File: src/rtl/ppc_pkg.sv
// Package with types, constants and helpers of the PWM prescaler calculator.
`timescale 1ns / 1ps
package ppc_pkg;

  // Default configuration of the timer and the prescaler ladder.
  localparam int COUNT_WIDTH_DEF    = 16;
  localparam int PRESCALE_STEPS_DEF = 4;

  // Reset value of the peripheral clock register.
  localparam logic [31:0] CLOCK_HZ_RST = 32'd50000000;

  // Decimal exponent of one million.
  localparam logic [2:0] US_EXP = 3'd6;

  // Result codes.
  typedef enum logic [2:0] {
    RES_EXACT  = 3'd0,
    RES_RAISED = 3'd1,
    RES_OVF    = 3'd2,
    RES_NOFIT  = 3'd3,
    RES_ZERO   = 3'd4
  } ppc_status_t;

  // Multiplier operand selection.
  typedef enum logic [1:0] {
    MUL_BASE = 2'd0,
    MUL_QU   = 2'd1,
    MUL_QM   = 2'd2,
    MUL_DUTY = 2'd3
  } ppc_mul_op_t;

  // Divider operand selection.
  typedef enum logic [1:0] {
    DIV_Q    = 2'd0,
    DIV_PC   = 2'd1,
    DIV_DUTY = 2'd2
  } ppc_div_src_t;

  // Controller states.
  typedef enum logic [4:0] {
    ST_IDLE,
    ST_BASE,
    ST_SINIT,
    ST_SCHK,
    ST_WCHK,
    ST_QDIV,
    ST_QWAIT,
    ST_PDIV,
    ST_PWAIT,
    ST_MUL1,
    ST_HIT,
    ST_MUL2,
    ST_FOUND,
    ST_FIT,
    ST_DMUL,
    ST_DDIV,
    ST_DWAIT,
    ST_DONE
  } ppc_state_t;

  // Commands from the controller to the datapath.
  typedef struct packed {
    logic         load_in;
    logic         zero_p;
    logic         mul_en;
    ppc_mul_op_t  mul_op;
    logic         store_base;
    logic         init_s;
    logic         dec_s;
    logic         init_w;
    logic         inc_w;
    logic         load_qpc;
    logic         dec_e;
    logic         div_start;
    ppc_div_src_t div_src;
    logic         store_qu;
    logic         store_m;
    logic         store_total;
    logic         found;
    logic         raise;
    logic         set_ovf;
    logic         load_cyc;
    logic         store_dut;
    logic         load_out;
  } ppc_cmd_t;

  // Status from the datapath to the controller.
  typedef struct packed {
    logic p_zero;
    logic base_ok;
    logic s_zero;
    logic p_ok;
    logic w_last;
    logic e_zero;
    logic div_done;
    logic rem_zero;
    logic m_zero;
    logic prod_fits;
    logic t_fits;
    logic tsel_top;
    logic out_busy;
  } ppc_sts_t;

  // Power of ten for a decimal exponent from zero to six.
  function automatic logic [31:0] pow10(input logic [2:0] e);
    logic [31:0] r;
    unique case (e)
      3'd0:    r = 32'd1;
      3'd1:    r = 32'd10;
      3'd2:    r = 32'd100;
      3'd3:    r = 32'd1000;
      3'd4:    r = 32'd10000;
      3'd5:    r = 32'd100000;
      3'd6:    r = 32'd1000000;
      default: r = 32'd1;
    endcase
    return r;
  endfunction

endpackage

File: src/rtl/ppc_if.sv
// Channel interfaces of the PWM prescaler calculator.
`timescale 1ns / 1ps

// Request word: period, duty time and fallback select.
interface ppc_in_if;
  logic        valid;
  logic        ready;
  logic [31:0] period_us;
  logic [15:0] duty_us;
  logic [1:0]  fallback_prescale;
  modport source (output valid, period_us, duty_us, fallback_prescale, input ready);
  modport sink   (input valid, period_us, duty_us, fallback_prescale, output ready);
endinterface

// Result word.
interface ppc_out_if;
  logic        valid;
  logic        ready;
  logic [2:0]  status;
  logic [1:0]  prescale_select;
  logic [15:0] cycle_count;
  logic [15:0] duty_count;
  modport source (output valid, status, prescale_select, cycle_count, duty_count,
                  input ready);
  modport sink   (input valid, status, prescale_select, cycle_count, duty_count,
                  output ready);
endinterface

// Configuration write word: the peripheral clock in hertz.
interface ppc_cfg_if;
  logic        valid;
  logic        ready;
  logic [31:0] data;
  modport source (output valid, data, input ready);
  modport sink   (input valid, data, output ready);
endinterface

File: src/rtl/ppc_div.sv
// Restoring radix-2 divider, one quotient bit per cycle.
`timescale 1ns / 1ps
module ppc_div #(
  parameter int DW = 32
) (
  input  logic          clk,
  input  logic          rst_n,
  input  logic          start,
  input  logic [DW-1:0] dividend,
  input  logic [31:0]   divisor,
  output logic          done,
  output logic [DW-1:0] quot,
  output logic [31:0]   rem
);

  localparam int CNW = $clog2(DW + 1);

  logic [31:0]    rem_r;
  logic [DW-1:0]  quo_r;
  logic [31:0]    dvs_r;
  logic [CNW-1:0] cnt_r;
  logic           busy_r;
  logic           done_r;
  logic [32:0]    trial;
  logic [32:0]    diff;

  // One shift-subtract step.
  always_comb begin
    trial = {rem_r, quo_r[DW-1]};
    diff  = trial - {1'b0, dvs_r};
  end

  // Control of the iteration.
  always_ff @(posedge clk) begin
    if (!rst_n) begin
      busy_r <= 1'b0;
      done_r <= 1'b0;
    end else if (start) begin
      busy_r <= 1'b1;
      done_r <= 1'b0;
    end else if (busy_r && cnt_r == CNW'(1)) begin
      busy_r <= 1'b0;
      done_r <= 1'b1;
    end
  end

  // Partial remainder and quotient.
  always_ff @(posedge clk) begin
    if (start) begin
      rem_r <= '0;
      quo_r <= dividend;
      dvs_r <= divisor;
      cnt_r <= CNW'(DW);
    end else if (busy_r) begin
      if (!diff[32]) begin
        rem_r <= diff[31:0];
        quo_r <= {quo_r[DW-2:0], 1'b1};
      end else begin
        rem_r <= trial[31:0];
        quo_r <= {quo_r[DW-2:0], 1'b0};
      end
      cnt_r <= cnt_r - CNW'(1);
    end
  end

  assign done = done_r;
  assign quot = quo_r;
  assign rem  = rem_r;

endmodule

File: src/rtl/ppc_ctrl.sv
// Sequencer of the prescaler search, fit and duty computation.
`timescale 1ns / 1ps
module ppc_ctrl (
  input  logic             clk,
  input  logic             rst_n,
  input  logic             in_valid,
  output logic             in_ready,
  input  ppc_pkg::ppc_sts_t sts,
  output ppc_pkg::ppc_cmd_t cmd
);

  ppc_pkg::ppc_state_t state_r;
  ppc_pkg::ppc_state_t state_nxt;
  logic                adv_e;
  logic                adv_w;

  // State register.
  always_ff @(posedge clk) begin
    if (!rst_n) begin
      state_r <= ppc_pkg::ST_IDLE;
    end else begin
      state_r <= state_nxt;
    end
  end

  // Next state and commands.
  always_comb begin
    cmd       = '0;
    state_nxt = state_r;
    in_ready  = 1'b0;
    adv_e     = 1'b0;
    adv_w     = 1'b0;
    unique case (state_r)
      ppc_pkg::ST_IDLE: begin
        in_ready = 1'b1;
        if (in_valid) begin
          cmd.load_in = 1'b1;
          state_nxt   = ppc_pkg::ST_BASE;
        end
      end
      ppc_pkg::ST_BASE: begin
        if (sts.p_zero) begin
          cmd.zero_p = 1'b1;
          state_nxt  = ppc_pkg::ST_DONE;
        end else begin
          cmd.mul_en = 1'b1;
          cmd.mul_op = ppc_pkg::MUL_BASE;
          state_nxt  = ppc_pkg::ST_SINIT;
        end
      end
      ppc_pkg::ST_SINIT: begin
        cmd.store_base = 1'b1;
        cmd.init_s     = 1'b1;
        state_nxt      = ppc_pkg::ST_SCHK;
      end
      ppc_pkg::ST_SCHK: begin
        if (sts.base_ok) begin
          cmd.init_w = 1'b1;
          state_nxt  = ppc_pkg::ST_WCHK;
        end else if (sts.s_zero) begin
          state_nxt = ppc_pkg::ST_DONE;
        end else begin
          cmd.dec_s = 1'b1;
        end
      end
      ppc_pkg::ST_WCHK: begin
        if (sts.p_ok) begin
          cmd.load_qpc = 1'b1;
          state_nxt    = ppc_pkg::ST_QDIV;
        end else begin
          adv_w = 1'b1;
        end
      end
      ppc_pkg::ST_QDIV: begin
        cmd.div_start = 1'b1;
        cmd.div_src   = ppc_pkg::DIV_Q;
        state_nxt     = ppc_pkg::ST_QWAIT;
      end
      ppc_pkg::ST_QWAIT: begin
        if (sts.div_done) begin
          if (sts.rem_zero) begin
            cmd.store_qu = 1'b1;
            state_nxt    = ppc_pkg::ST_PDIV;
          end else begin
            adv_e = 1'b1;
          end
        end
      end
      ppc_pkg::ST_PDIV: begin
        cmd.div_start = 1'b1;
        cmd.div_src   = ppc_pkg::DIV_PC;
        state_nxt     = ppc_pkg::ST_PWAIT;
      end
      ppc_pkg::ST_PWAIT: begin
        if (sts.div_done) begin
          if (sts.rem_zero) begin
            cmd.store_m = 1'b1;
            state_nxt   = ppc_pkg::ST_MUL1;
          end else begin
            adv_e = 1'b1;
          end
        end
      end
      ppc_pkg::ST_MUL1: begin
        cmd.mul_en = 1'b1;
        cmd.mul_op = ppc_pkg::MUL_QU;
        state_nxt  = ppc_pkg::ST_HIT;
      end
      ppc_pkg::ST_HIT: begin
        if (sts.m_zero || sts.prod_fits) begin
          cmd.store_total = 1'b1;
          state_nxt       = ppc_pkg::ST_MUL2;
        end else begin
          adv_e = 1'b1;
        end
      end
      ppc_pkg::ST_MUL2: begin
        cmd.mul_en = 1'b1;
        cmd.mul_op = ppc_pkg::MUL_QM;
        state_nxt  = ppc_pkg::ST_FOUND;
      end
      ppc_pkg::ST_FOUND: begin
        if (!sts.m_zero && !sts.prod_fits) begin
          adv_w = 1'b1;
        end else begin
          cmd.found = 1'b1;
          state_nxt = ppc_pkg::ST_FIT;
        end
      end
      ppc_pkg::ST_FIT: begin
        if (sts.t_fits) begin
          cmd.load_cyc = 1'b1;
          state_nxt    = ppc_pkg::ST_DMUL;
        end else if (sts.tsel_top) begin
          cmd.set_ovf = 1'b1;
          state_nxt   = ppc_pkg::ST_DONE;
        end else begin
          cmd.raise = 1'b1;
        end
      end
      ppc_pkg::ST_DMUL: begin
        cmd.mul_en = 1'b1;
        cmd.mul_op = ppc_pkg::MUL_DUTY;
        state_nxt  = ppc_pkg::ST_DDIV;
      end
      ppc_pkg::ST_DDIV: begin
        cmd.div_start = 1'b1;
        cmd.div_src   = ppc_pkg::DIV_DUTY;
        state_nxt     = ppc_pkg::ST_DWAIT;
      end
      ppc_pkg::ST_DWAIT: begin
        if (sts.div_done) begin
          cmd.store_dut = 1'b1;
          state_nxt     = ppc_pkg::ST_DONE;
        end
      end
      ppc_pkg::ST_DONE: begin
        if (!sts.out_busy) begin
          cmd.load_out = 1'b1;
          state_nxt    = ppc_pkg::ST_IDLE;
        end
      end
      default: begin
        state_nxt = ppc_pkg::ST_IDLE;
      end
    endcase

    // Next decimal split, or fall through to the next period share.
    if (adv_e) begin
      if (sts.e_zero) begin
        adv_w = 1'b1;
      end else begin
        cmd.dec_e = 1'b1;
        state_nxt = ppc_pkg::ST_QDIV;
      end
    end

    // Next period share, or the next smaller prescaler, or done after the smallest.
    if (adv_w) begin
      if (sts.w_last) begin
        if (sts.s_zero) begin
          state_nxt = ppc_pkg::ST_DONE;
        end else begin
          cmd.dec_s = 1'b1;
          state_nxt = ppc_pkg::ST_SCHK;
        end
      end else begin
        cmd.inc_w = 1'b1;
        state_nxt = ppc_pkg::ST_WCHK;
      end
    end
  end

endmodule

File: src/rtl/ppc_dp.sv
// Datapath: operand registers, shared multiplier, divider and result register.
`timescale 1ns / 1ps
module ppc_dp #(
  parameter int COUNT_WIDTH    = ppc_pkg::COUNT_WIDTH_DEF,
  parameter int PRESCALE_STEPS = ppc_pkg::PRESCALE_STEPS_DEF
) (
  input  logic              clk,
  input  logic              rst_n,
  input  ppc_pkg::ppc_cmd_t cmd,
  output ppc_pkg::ppc_sts_t sts,
  input  logic [31:0]       in_period_us,
  input  logic [15:0]       in_duty_us,
  input  logic [1:0]        in_fallback_prescale,
  input  logic              cfg_valid,
  input  logic [31:0]       cfg_data,
  output logic              out_valid,
  input  logic              out_ready,
  output logic [2:0]        out_status,
  output logic [1:0]        out_prescale_select,
  output logic [15:0]       out_cycle_count,
  output logic [15:0]       out_duty_count
);

  localparam int CW = COUNT_WIDTH;
  localparam int SW = $clog2(PRESCALE_STEPS);
  localparam int WW = $clog2(2 * PRESCALE_STEPS - 1);
  localparam int DW = (CW + 16 > 32) ? CW + 16 : 32;
  localparam logic [32:0] CMAX = (33'd1 << CW) - 33'd1;

  logic [31:0]       clk_hz_r;
  logic [31:0]       p_r;
  logic [15:0]       duty_r;
  logic [31:0]       base_r;
  logic [SW-1:0]     s_r;
  logic [WW-1:0]     w_r;
  logic [2:0]        e_r;
  logic [31:0]       clk_r;
  logic [31:0]       q_r;
  logic [31:0]       pc_r;
  logic [31:0]       qu_r;
  logic [31:0]       m_r;
  logic [31:0]       t_r;
  logic [SW-1:0]     tsel_r;
  logic [63:0]       prod_r;
  logic [2:0]        status_r;
  logic [1:0]        sel_r;
  logic [CW-1:0]     cyc_r;
  logic [CW-1:0]     dut_r;
  logic              out_valid_r;
  logic [2:0]        out_status_r;
  logic [1:0]        out_sel_r;
  logic [15:0]       out_cyc_r;
  logic [15:0]       out_dut_r;

  logic [31:0]       mul_a;
  logic [31:0]       mul_b;
  logic [DW-1:0]     div_dvd;
  logic [31:0]       div_dvs;
  logic              div_done;
  logic [DW-1:0]     div_quot;
  logic [31:0]       div_rem;
  logic [WW-1:0]     two_s;
  logic [WW-1:0]     sh;
  logic [31:0]       smask;
  logic [31:0]       pmask;
  logic [CW-1:0]     dq;
  logic [CW-1:0]     dut_val;

  // Shared iterative divider.
  ppc_div #(.DW(DW)) u_div (
    .clk      (clk),
    .rst_n    (rst_n),
    .start    (cmd.div_start),
    .dividend (div_dvd),
    .divisor  (div_dvs),
    .done     (div_done),
    .quot     (div_quot),
    .rem      (div_rem)
  );

  // Operand selection for the multiplier and the divider.
  always_comb begin
    unique case (cmd.mul_op)
      ppc_pkg::MUL_BASE: begin mul_a = clk_r;      mul_b = p_r;          end
      ppc_pkg::MUL_QU:   begin mul_a = qu_r;       mul_b = m_r;          end
      ppc_pkg::MUL_QM:   begin mul_a = q_r;        mul_b = m_r;          end
      default:           begin mul_a = 32'(cyc_r); mul_b = 32'(duty_r);  end
    endcase
    unique case (cmd.div_src)
      ppc_pkg::DIV_Q: begin
        div_dvd = DW'(q_r);
        div_dvs = ppc_pkg::pow10(e_r);
      end
      ppc_pkg::DIV_PC: begin
        div_dvd = DW'(pc_r);
        div_dvs = ppc_pkg::pow10(ppc_pkg::US_EXP - e_r);
      end
      default: begin
        div_dvd = prod_r[DW-1:0];
        div_dvs = p_r;
      end
    endcase
  end

  // Divisibility masks: the prescaler 4^s and the period share 2^(2s-w).
  always_comb begin
    two_s = WW'({s_r, 1'b0});
    sh    = two_s - w_r;
    smask = (32'd1 << two_s) - 32'd1;
    pmask = (32'd1 << sh) - 32'd1;
  end

  // Duty count, truncated; a quotient above the period count is clamped to one below it.
  always_comb begin
    dq      = div_quot[CW-1:0];
    dut_val = (dq > cyc_r) ? cyc_r - CW'(1) : dq;
  end

  // Status toward the controller.
  always_comb begin
    sts.p_zero    = (p_r == 32'd0);
    sts.base_ok   = ((base_r & smask) == 32'd0);
    sts.s_zero    = (s_r == '0);
    sts.p_ok      = ((p_r & pmask) == 32'd0);
    sts.w_last    = (w_r == two_s);
    sts.e_zero    = (e_r == 3'd0);
    sts.div_done  = div_done;
    sts.rem_zero  = (div_rem == 32'd0);
    sts.m_zero    = (m_r == 32'd0);
    sts.prod_fits = (prod_r[63:32] == 32'd0);
    sts.t_fits    = ({1'b0, t_r} <= CMAX);
    sts.tsel_top  = (tsel_r == SW'(PRESCALE_STEPS - 1));
    sts.out_busy  = out_valid_r && !out_ready;
  end

  // Clock frequency register.
  always_ff @(posedge clk) begin
    if (!rst_n) begin
      clk_hz_r <= ppc_pkg::CLOCK_HZ_RST;
    end else if (cfg_valid) begin
      clk_hz_r <= cfg_data;
    end
  end

  // Working registers of the search.
  always_ff @(posedge clk) begin
    if (cmd.load_in) begin
      p_r      <= in_period_us;
      duty_r   <= in_duty_us;
      clk_r    <= clk_hz_r;
      status_r <= ppc_pkg::RES_NOFIT;
      sel_r    <= in_fallback_prescale;
      cyc_r    <= '0;
      dut_r    <= '0;
    end
    if (cmd.zero_p) begin
      status_r <= ppc_pkg::RES_ZERO;
    end
    if (cmd.mul_en) begin
      prod_r <= 64'(mul_a) * 64'(mul_b);
    end
    if (cmd.store_base) begin
      base_r <= prod_r[31:0];
    end
    if (cmd.init_s) begin
      s_r <= SW'(PRESCALE_STEPS - 1);
    end else if (cmd.dec_s) begin
      s_r <= s_r - SW'(1);
    end
    if (cmd.init_w) begin
      w_r <= '0;
    end else if (cmd.inc_w) begin
      w_r <= w_r + WW'(1);
    end
    if (cmd.load_qpc) begin
      q_r  <= p_r >> sh;
      pc_r <= clk_r >> w_r;
      e_r  <= ppc_pkg::US_EXP;
    end else if (cmd.dec_e) begin
      e_r <= e_r - 3'd1;
    end
    if (cmd.store_qu) begin
      qu_r <= div_quot[31:0];
    end
    if (cmd.store_m) begin
      m_r <= div_quot[31:0];
    end
    if (cmd.store_total) begin
      t_r <= prod_r[31:0];
    end else if (cmd.raise) begin
      t_r <= t_r >> 2;
    end
    if (cmd.found) begin
      sel_r    <= 2'(s_r);
      tsel_r   <= s_r;
      status_r <= ppc_pkg::RES_EXACT;
    end else if (cmd.raise) begin
      tsel_r   <= tsel_r + SW'(1);
      status_r <= ppc_pkg::RES_RAISED;
    end
    if (cmd.set_ovf) begin
      status_r <= ppc_pkg::RES_OVF;
    end
    if (cmd.load_cyc) begin
      cyc_r <= t_r[CW-1:0];
      sel_r <= 2'(tsel_r);
    end
    if (cmd.store_dut) begin
      dut_r <= dut_val;
    end
  end

  // Output register, parting the result from the next search.
  always_ff @(posedge clk) begin
    if (!rst_n) begin
      out_valid_r <= 1'b0;
    end else if (cmd.load_out) begin
      out_valid_r <= 1'b1;
    end else if (out_ready) begin
      out_valid_r <= 1'b0;
    end
  end

  always_ff @(posedge clk) begin
    if (cmd.load_out) begin
      out_status_r <= status_r;
      out_sel_r    <= sel_r;
      out_cyc_r    <= 16'(cyc_r);
      out_dut_r    <= 16'(dut_r);
    end
  end

  assign out_valid           = out_valid_r;
  assign out_status          = out_status_r;
  assign out_prescale_select = out_sel_r;
  assign out_cycle_count     = out_cyc_r;
  assign out_duty_count      = out_dut_r;

endmodule

File: src/rtl/pwm_period_prescaler_calc.sv
// Top level of the PWM period and prescaler calculator.
`timescale 1ns / 1ps
// Converts a period in microseconds and a high time into a clock divide select,
// a period count and a duty count, against the peripheral clock written on the
// configuration channel. One request word is worked on at a time. The search
// over prescaler, period share and decimal split runs through one shared
// radix-2 divider (DW = max(32, COUNT_WIDTH+16) bits), with one or two divisions
// for each decimal split tried, and a duty division once a word fits. The worst
// case (no fit at all) tries 16 period shares with 7 splits each by default. A
// zero period is answered without a search. The result sits in an output
// register, so a new request word is taken while the previous result waits.
module pwm_period_prescaler_calc #(
  parameter int COUNT_WIDTH    = ppc_pkg::COUNT_WIDTH_DEF,
  parameter int PRESCALE_STEPS = ppc_pkg::PRESCALE_STEPS_DEF
) (
  input  logic      clk,
  input  logic      rst_n,
  ppc_in_if.sink    in_ch,
  ppc_out_if.source out_ch,
  ppc_cfg_if.sink   cfg_ch
);

  ppc_pkg::ppc_cmd_t cmd;
  ppc_pkg::ppc_sts_t sts;

  // Configuration writes are always taken.
  assign cfg_ch.ready = 1'b1;

  // Sequencer.
  ppc_ctrl u_ctrl (
    .clk      (clk),
    .rst_n    (rst_n),
    .in_valid (in_ch.valid),
    .in_ready (in_ch.ready),
    .sts      (sts),
    .cmd      (cmd)
  );

  // Arithmetic and result register.
  ppc_dp #(
    .COUNT_WIDTH    (COUNT_WIDTH),
    .PRESCALE_STEPS (PRESCALE_STEPS)
  ) u_dp (
    .clk                  (clk),
    .rst_n                (rst_n),
    .cmd                  (cmd),
    .sts                  (sts),
    .in_period_us         (in_ch.period_us),
    .in_duty_us           (in_ch.duty_us),
    .in_fallback_prescale (in_ch.fallback_prescale),
    .cfg_valid            (cfg_ch.valid),
    .cfg_data             (cfg_ch.data),
    .out_valid            (out_ch.valid),
    .out_ready            (out_ch.ready),
    .out_status           (out_ch.status),
    .out_prescale_select  (out_ch.prescale_select),
    .out_cycle_count      (out_ch.cycle_count),
    .out_duty_count       (out_ch.duty_count)
  );

endmodule

File: src/flat_wrapper.sv
// flat-port wrapper written by rule: the top's interface ports become plain ports
module pwm_period_prescaler_calc_flat 
#(
  parameter int COUNT_WIDTH    = ppc_pkg::COUNT_WIDTH_DEF,
  parameter int PRESCALE_STEPS = ppc_pkg::PRESCALE_STEPS_DEF
)
  (clk, rst_n, in_ch_valid, in_ch_period_us, in_ch_duty_us, in_ch_fallback_prescale, in_ch_ready, out_ch_valid, out_ch_status, out_ch_prescale_select, out_ch_cycle_count, out_ch_duty_count, out_ch_ready, cfg_ch_valid, cfg_ch_data, cfg_ch_ready);
  ppc_in_if in_ch_i ();
  ppc_out_if out_ch_i ();
  ppc_cfg_if cfg_ch_i ();
  input  logic clk;
  input  logic rst_n;
  input wire logic [$bits(in_ch_i.valid)-1:0] in_ch_valid;
  input wire logic [$bits(in_ch_i.period_us)-1:0] in_ch_period_us;
  input wire logic [$bits(in_ch_i.duty_us)-1:0] in_ch_duty_us;
  input wire logic [$bits(in_ch_i.fallback_prescale)-1:0] in_ch_fallback_prescale;
  output wire logic [$bits(in_ch_i.ready)-1:0] in_ch_ready;
  output wire logic [$bits(out_ch_i.valid)-1:0] out_ch_valid;
  output wire logic [$bits(out_ch_i.status)-1:0] out_ch_status;
  output wire logic [$bits(out_ch_i.prescale_select)-1:0] out_ch_prescale_select;
  output wire logic [$bits(out_ch_i.cycle_count)-1:0] out_ch_cycle_count;
  output wire logic [$bits(out_ch_i.duty_count)-1:0] out_ch_duty_count;
  input wire logic [$bits(out_ch_i.ready)-1:0] out_ch_ready;
  input wire logic [$bits(cfg_ch_i.valid)-1:0] cfg_ch_valid;
  input wire logic [$bits(cfg_ch_i.data)-1:0] cfg_ch_data;
  output wire logic [$bits(cfg_ch_i.ready)-1:0] cfg_ch_ready;
  assign in_ch_i.valid = in_ch_valid;
  assign in_ch_i.period_us = in_ch_period_us;
  assign in_ch_i.duty_us = in_ch_duty_us;
  assign in_ch_i.fallback_prescale = in_ch_fallback_prescale;
  assign in_ch_ready = in_ch_i.ready;
  assign out_ch_valid = out_ch_i.valid;
  assign out_ch_status = out_ch_i.status;
  assign out_ch_prescale_select = out_ch_i.prescale_select;
  assign out_ch_cycle_count = out_ch_i.cycle_count;
  assign out_ch_duty_count = out_ch_i.duty_count;
  assign out_ch_i.ready = out_ch_ready;
  assign cfg_ch_i.valid = cfg_ch_valid;
  assign cfg_ch_i.data = cfg_ch_data;
  assign cfg_ch_ready = cfg_ch_i.ready;
  pwm_period_prescaler_calc #(.COUNT_WIDTH(COUNT_WIDTH), .PRESCALE_STEPS(PRESCALE_STEPS)) u_core (.clk(clk), .rst_n(rst_n), .in_ch(in_ch_i), .out_ch(out_ch_i), .cfg_ch(cfg_ch_i));
endmodule
File: config.mk
export PLATFORM = sky130hd
export DESIGN_NAME = pwm_period_prescaler_calc_flat
export DESIGN_NICKNAME = d
export VERILOG_FILES = /design/src/rtl/ppc_pkg.sv /design/src/rtl/ppc_if.sv /design/src/rtl/ppc_div.sv /design/src/rtl/ppc_ctrl.sv /design/src/rtl/ppc_dp.sv /design/src/rtl/pwm_period_prescaler_calc.sv /design/src/flat_wrapper.sv
export SDC_FILE = /design/constraint.sdc
export NUM_CORES = 2
export LEC_CHECK = 0
export ABC_AREA = 0
export BUFFER_PORTS_ARGS = -buffer_cell sky130_fd_sc_hd__buf_2
export CAP_MARGIN = 10
export CORE_UTILIZATION = 60
export DETAILED_ROUTE_END_ITERATION = 16
export PLACE_DENSITY = 0.77
export SYNTH_ARGS = -nofsm -noshare
export SYNTH_HDL_FRONTEND = slang
export SYNTH_HIERARCHICAL = 1
export SYNTH_SLANG_ARGS = --single-unit
export TNS_END_PERCENT = 30
File: constraint.sdc
create_clock -name clk -period 16.8 [get_ports clk]
set_input_delay 3.36 -clock clk [delete_from_list [all_inputs] [get_ports clk]]
set_output_delay 3.36 -clock clk [all_outputs]
set_load 0.1 [all_outputs]
; ---- Yosys cells after proc, flatten, opt, wreduce, memory -nomap -nowiden
; Index checks and enable logic that the tools add are counted.
; W data, S select, Z words.
[totals]
inputBits = 87
out_inout_bits = 40
word_cells = 221
ff_bits = 562
[classes]
n_reduce_logical = 34
multipliers = 1
n_eq_ne = 35
muxes = 98
shift = 4
order_cmp = 2
n_bitwise = 3
n_addsub = 11
[ops]
columns = operator, count
row1 = $pmux W20 S6, 2
row2 = $logic_not A32 Y1, 6
row3 = $pmux W32 S2, 3
row4 = $mux W32, 5
row5 = $mux W5, 20
row6 = $pmux W32 S3, 1
row7 = $pmux W5 S18, 1
row8 = $and A32 B32 Y32, 2
row9 = $mul A32 B32 Y64, 1
row10 = $mux W16, 4
row11 = $shl A1 B3 Y32 const A, 2
row12 = $shr A32 B3 Y32, 2
row13 = $sub A32 B1 Y32 const B, 2
row14 = $mux W1, 44
row15 = $eq A5 B4 Y1 const B, 8
row16 = $sub A33 B32 Y33, 1
row17 = $le A32 B16 Y1 const B, 1
row18 = $eq A5 B3 Y1 const B, 4
row19 = $mux W2, 10
row20 = $eq A3 B3 Y1 const B, 6
row21 = $gt A16 B16 Y1, 1
row22 = $reduce_bool A2 Y1, 8
row23 = $sub A16 B1 Y16 const B, 1
row24 = $eq A3 B2 Y1 const B, 4
row25 = other kinds (30), 49

; ---- Depth between registers and ports, before layout
[depth]
ltp_word = 10
ltp_mapped = 43
mapped_depth_nobuf = 37

; ---- By module
; The synthesis kept the hierarchy.
[by_module_without_submodules]
columns = mod, instances, cells_each, area_each_um2
row1 = ppc_dp, 1, 5382, 53326.1
row2 = ppc_div, 1, 562, 5980.7
row3 = ppc_ctrl, 1, 141, 877.1
row4 = pwm_period_prescaler_calc, 1, 2, 11.3

; ---- Worst setup path before layout
; Ideal clock, no wire load.
[synth_timing]
kind = in2reg
from = input in_ch_valid
to = register u_core.u_dp.cyc_r[0], enable pin
arrival_time_ps = 10053
path_stages = 3
setup_ps = 342
slack_ps = 6405
cell_sequence = inv_1 -> nor3_1 -> or2_2
[synth_lines]
columns = item, line_no
row1 = from (decl), flat_wrapper.sv:13  ; input wire logic [$bits(in_ch_i.valid)-1:0] in_ch_valid;
row2 = to (signal assigned), ppc_dp.sv:205  ; cyc_r <= t_r[CW-1:0];
row3 = to (decl), ppc_dp.sv:47  ; logic [CW-1:0] cyc_r;

==> flow_summary.json <==
{
  "status": "completed",
  "die_w_um": 319,
  "core_area_um2": 98900,
  "finalSetupViolCount": 0,
  "clk_latency_ns": 0.70,
  "area_growth_pct": 6.33,
  "drive_above_1_share_pct": 9.11,
  "post-cts-setup-buffers": 0,
  "rr_startpoint": "u_core/u_ctrl/state_r[2]",
  "synth_area_um2": 60200,
  "place_congestion": 1.03,
  "initial_utilization_pct": 60.9,
  "yosys_warnings": 6,
  "fin_crit_sh_pct": 69.3,
  "cts_made_buffers": 61,
  "rows": 115,
  "start_kind": "flip-flop",
  "nNetsFinal": 7384,
  "synth_largest_area_cell": "fa_1",
  "globalRouteOverflowTotal": 0,
  "dieArea_um2": 102000,
  "hpwl_um": 153000,
  "syn_avg_cell_area_um2": 9.89,
  "antenna_found_initial": 4,
  "cts_resized": 0,
  "synth-compound-area-share_pct": 7.27,
  "ys_types": 96,
  "syn-num-nets": 7416,
  "synthSimpleGateAreaFrac_pct": 14.1,
  "wirelength_um": 190000,
  "cpMostUsedCell": "fa_1",
  "yosys_most_used_dff": "edfxtp_1",
  "async_flop_share_pct": 0,
  "final_cell_mix": "inv_1, fa_1, nor2_1",
  "min_period_ns": 11.64,
  "wl_per_cell_um": 25.7,
  "yosysSeqAreaShare_pct": 26.2,
  "dp_worst_setup_slack_ns": 5.50,
  "grt_setup_unrepaired": "no",
  "crit_path_top_delay_cell": "dfxtp_1",
  "ys_top_cells_by_area": "fa_1, edfxtp_1, ha_1",
  "nFillCells": 7959,
  "maxSlewViolCount": 0,
  "crit_arrival_ns": 12.06,
  "grt_usage_pct": 38.6,
  "vias": 46000,
  "critPathLaunch": "u_core/u_ctrl/state_r[2]",
  "critPathMaxStageDelay_ns": 0.91,
  "cts-root-buf": "clkbuf_16",
  "hp-class": "reg2reg",
  "synth-adder-area-share_pct": 37.0,
  "die_h_um": 319,
  "finalHoldViolCount": 0,
  "fin_skew_ns": 0.0367,
  "port_buffers": 125,
  "min_from": "u_core/u_dp/dut_r[0]",
  "end_kind": "flip-flop",
  "fmax_mhz": 85.9,
  "ioPinCount": 127,
  "dr.pass1.iters": 6,
  "cts_tree": "done",
  "crit_type": "reg2reg",
  "crit_path_max_fanout": 78,
  "h-tree-depth": 2,
  "worst_slew_margin_rel_pct": 13.0,
  "worst_slack_ns": 5.16,
  "final_cells": 7394,
  "cts_max_path_buffers": 3,
  "ant_nets": 0,
  "synth_top_area_share_pct": 29.9,
  "synth_seq_cells": 555,
  "synth_edf_count": 466,
  "cts_hold_buf": 0,
  "final_common_cell": "inv_1",
  "drv_cap": 0,
  "dp_cells": 7279,
  "synth_cells": 6087,
  "worstMarginPinSlew_ns": 1.30,
  "synth_xor_area_share_pct": 1.78,
  "grt_pass1_vias": 47000,
  "synthMuxAreaShare_pct": 5.50,
  "grt_max_degree": 79,
  "synth_top_family_by_area": "adder cells",
  "setup_tns_ns": 0,
  "drc": 0,
  "drt_iter0_drc": 5323,
  "required_ns": 17.22,
  "vias_per_cell": 6.22,
  "clk_pin_slew_worst_paths_ns": 0.07,
  "clock_sinks": 555,
  "grt_pass1_wl_um": 290000
}
## worst paths after layout
check / end / slack [ns] / cells after the start
min reg2reg: u_core/u_dp/out_duty_count[0] / 0.42 / 0
max: u_core/u_dp/prod_r[63] / 5.16 / 35
min: u_core/u_dp/out_duty_count[0] / 0.42 / 0
max reg2reg: u_core/u_dp/prod_r[63] / 5.16 / 35
## layout make-up
class | count | area (um^2) | area share [%]
antenna | 1 | 2.50 | 0.00391
clock buffer | 77 | 1660 | 2.59
clock inverter | 37 | 378 | 0.590
inverter | 976 | 3660 | 5.72
multi-input combinational | 4248 | 39600 | 61.9
sequential | 555 | 15800 | 24.7
tap | 1287 | 1610 | 2.52
timing repair buffer | 213 | 1290 | 2.01
## flip-flops by register name (all words and copies together), names as in the netlist, 5 cells and up
signal / cells
u_core/u_dp/cyc_r: 16
u_core/u_dp/out_duty_count: 16
u_core/u_dp/m_r: 32
u_core/u_ctrl/state_r: 5
u_core/u_dp/base_r: 25
u_core/u_dp/dut_r: 16
u_core/u_dp/t_r: 32
u_core/u_dp/p_r: 32
u_core/u_dp/u_div/quot: 32
u_core/u_dp/prod_r: 64
u_core/u_dp/u_div/rem: 32
u_core/u_dp/duty_r: 16
u_core/u_dp/qu_r: 32
u_core/u_dp/clk_r: 32
u_core/u_dp/u_div/dvs_r: 32
u_core/u_dp/q_r: 32
u_core/u_dp/u_div/cnt_r: 6
u_core/u_dp/clk_hz_r: 32
u_core/u_dp/pc_r: 32
u_core/u_dp/out_cycle_count: 16
## cells by family (layout without fill, tap and decap cells)
group	after synthesis	count (layout)
xor+xnor	119	119
simple gates	1938	1938
compound gates	654	654
buf+inv	1284	1303
mux	294	294
other cells	1	2
flops	555	555
fa+ha+maj	1242	1242
## critical path, delay by kind of cell, from the launching register on
family | cells | cell delay, ns
AOI/OAI and AO/OA | 10 | 2.34
xor gates and xnor gates | 1 | 0.08
adders and majority gates | 10 | 4.73
buffers and inverters | 8 | 1.25
DFF | 1 | 0.91
and+or+nand+nor | 6 | 2.00
## per-stage QoR
step	cell area [um^2]	hold slack, ns	utilization (%)
finish	64000	0.418	64.7
global route	64000	0.425	64.7
global placement	62000	0.402	62.7
detailed placement	62000	0.405	62.7
floorplan	60200	0.400	-
CTS	64000	0.413	64.7
## cell usage after synthesis (all sizes together), types with 35 or more instances
cell and number:
a211oi 35, a21o 74, a21oi 162, a22oi 60
and2 77, buf 73, clkbuf 235, dfxtp 89
edfxtp 466, fa 898, ha 344, inv 975
mux2 113, mux2i 163, nand2 688, nand2b 63
nand3 44, nand4 37, nor2 758, nor2b 68
nor3 47, nor4 47, o21ai 146, or2 50
xnor2 77, xor2 42
## metal layers
metal  track usage [%]  share of wire [%]  up-vias  wire (um)
met5                 0              0.023        -         44
met4              22.4                7.1        6      13600
met3              9.74                 12      649      22900
met2              58.1                 44     2962      83500
met1              50.8                 37    22900      70200
li1                  -                  -    19500          -
Power is not shown: default switching activity piles up to over one toggle a cycle in this logic, so the estimate is an artifact.
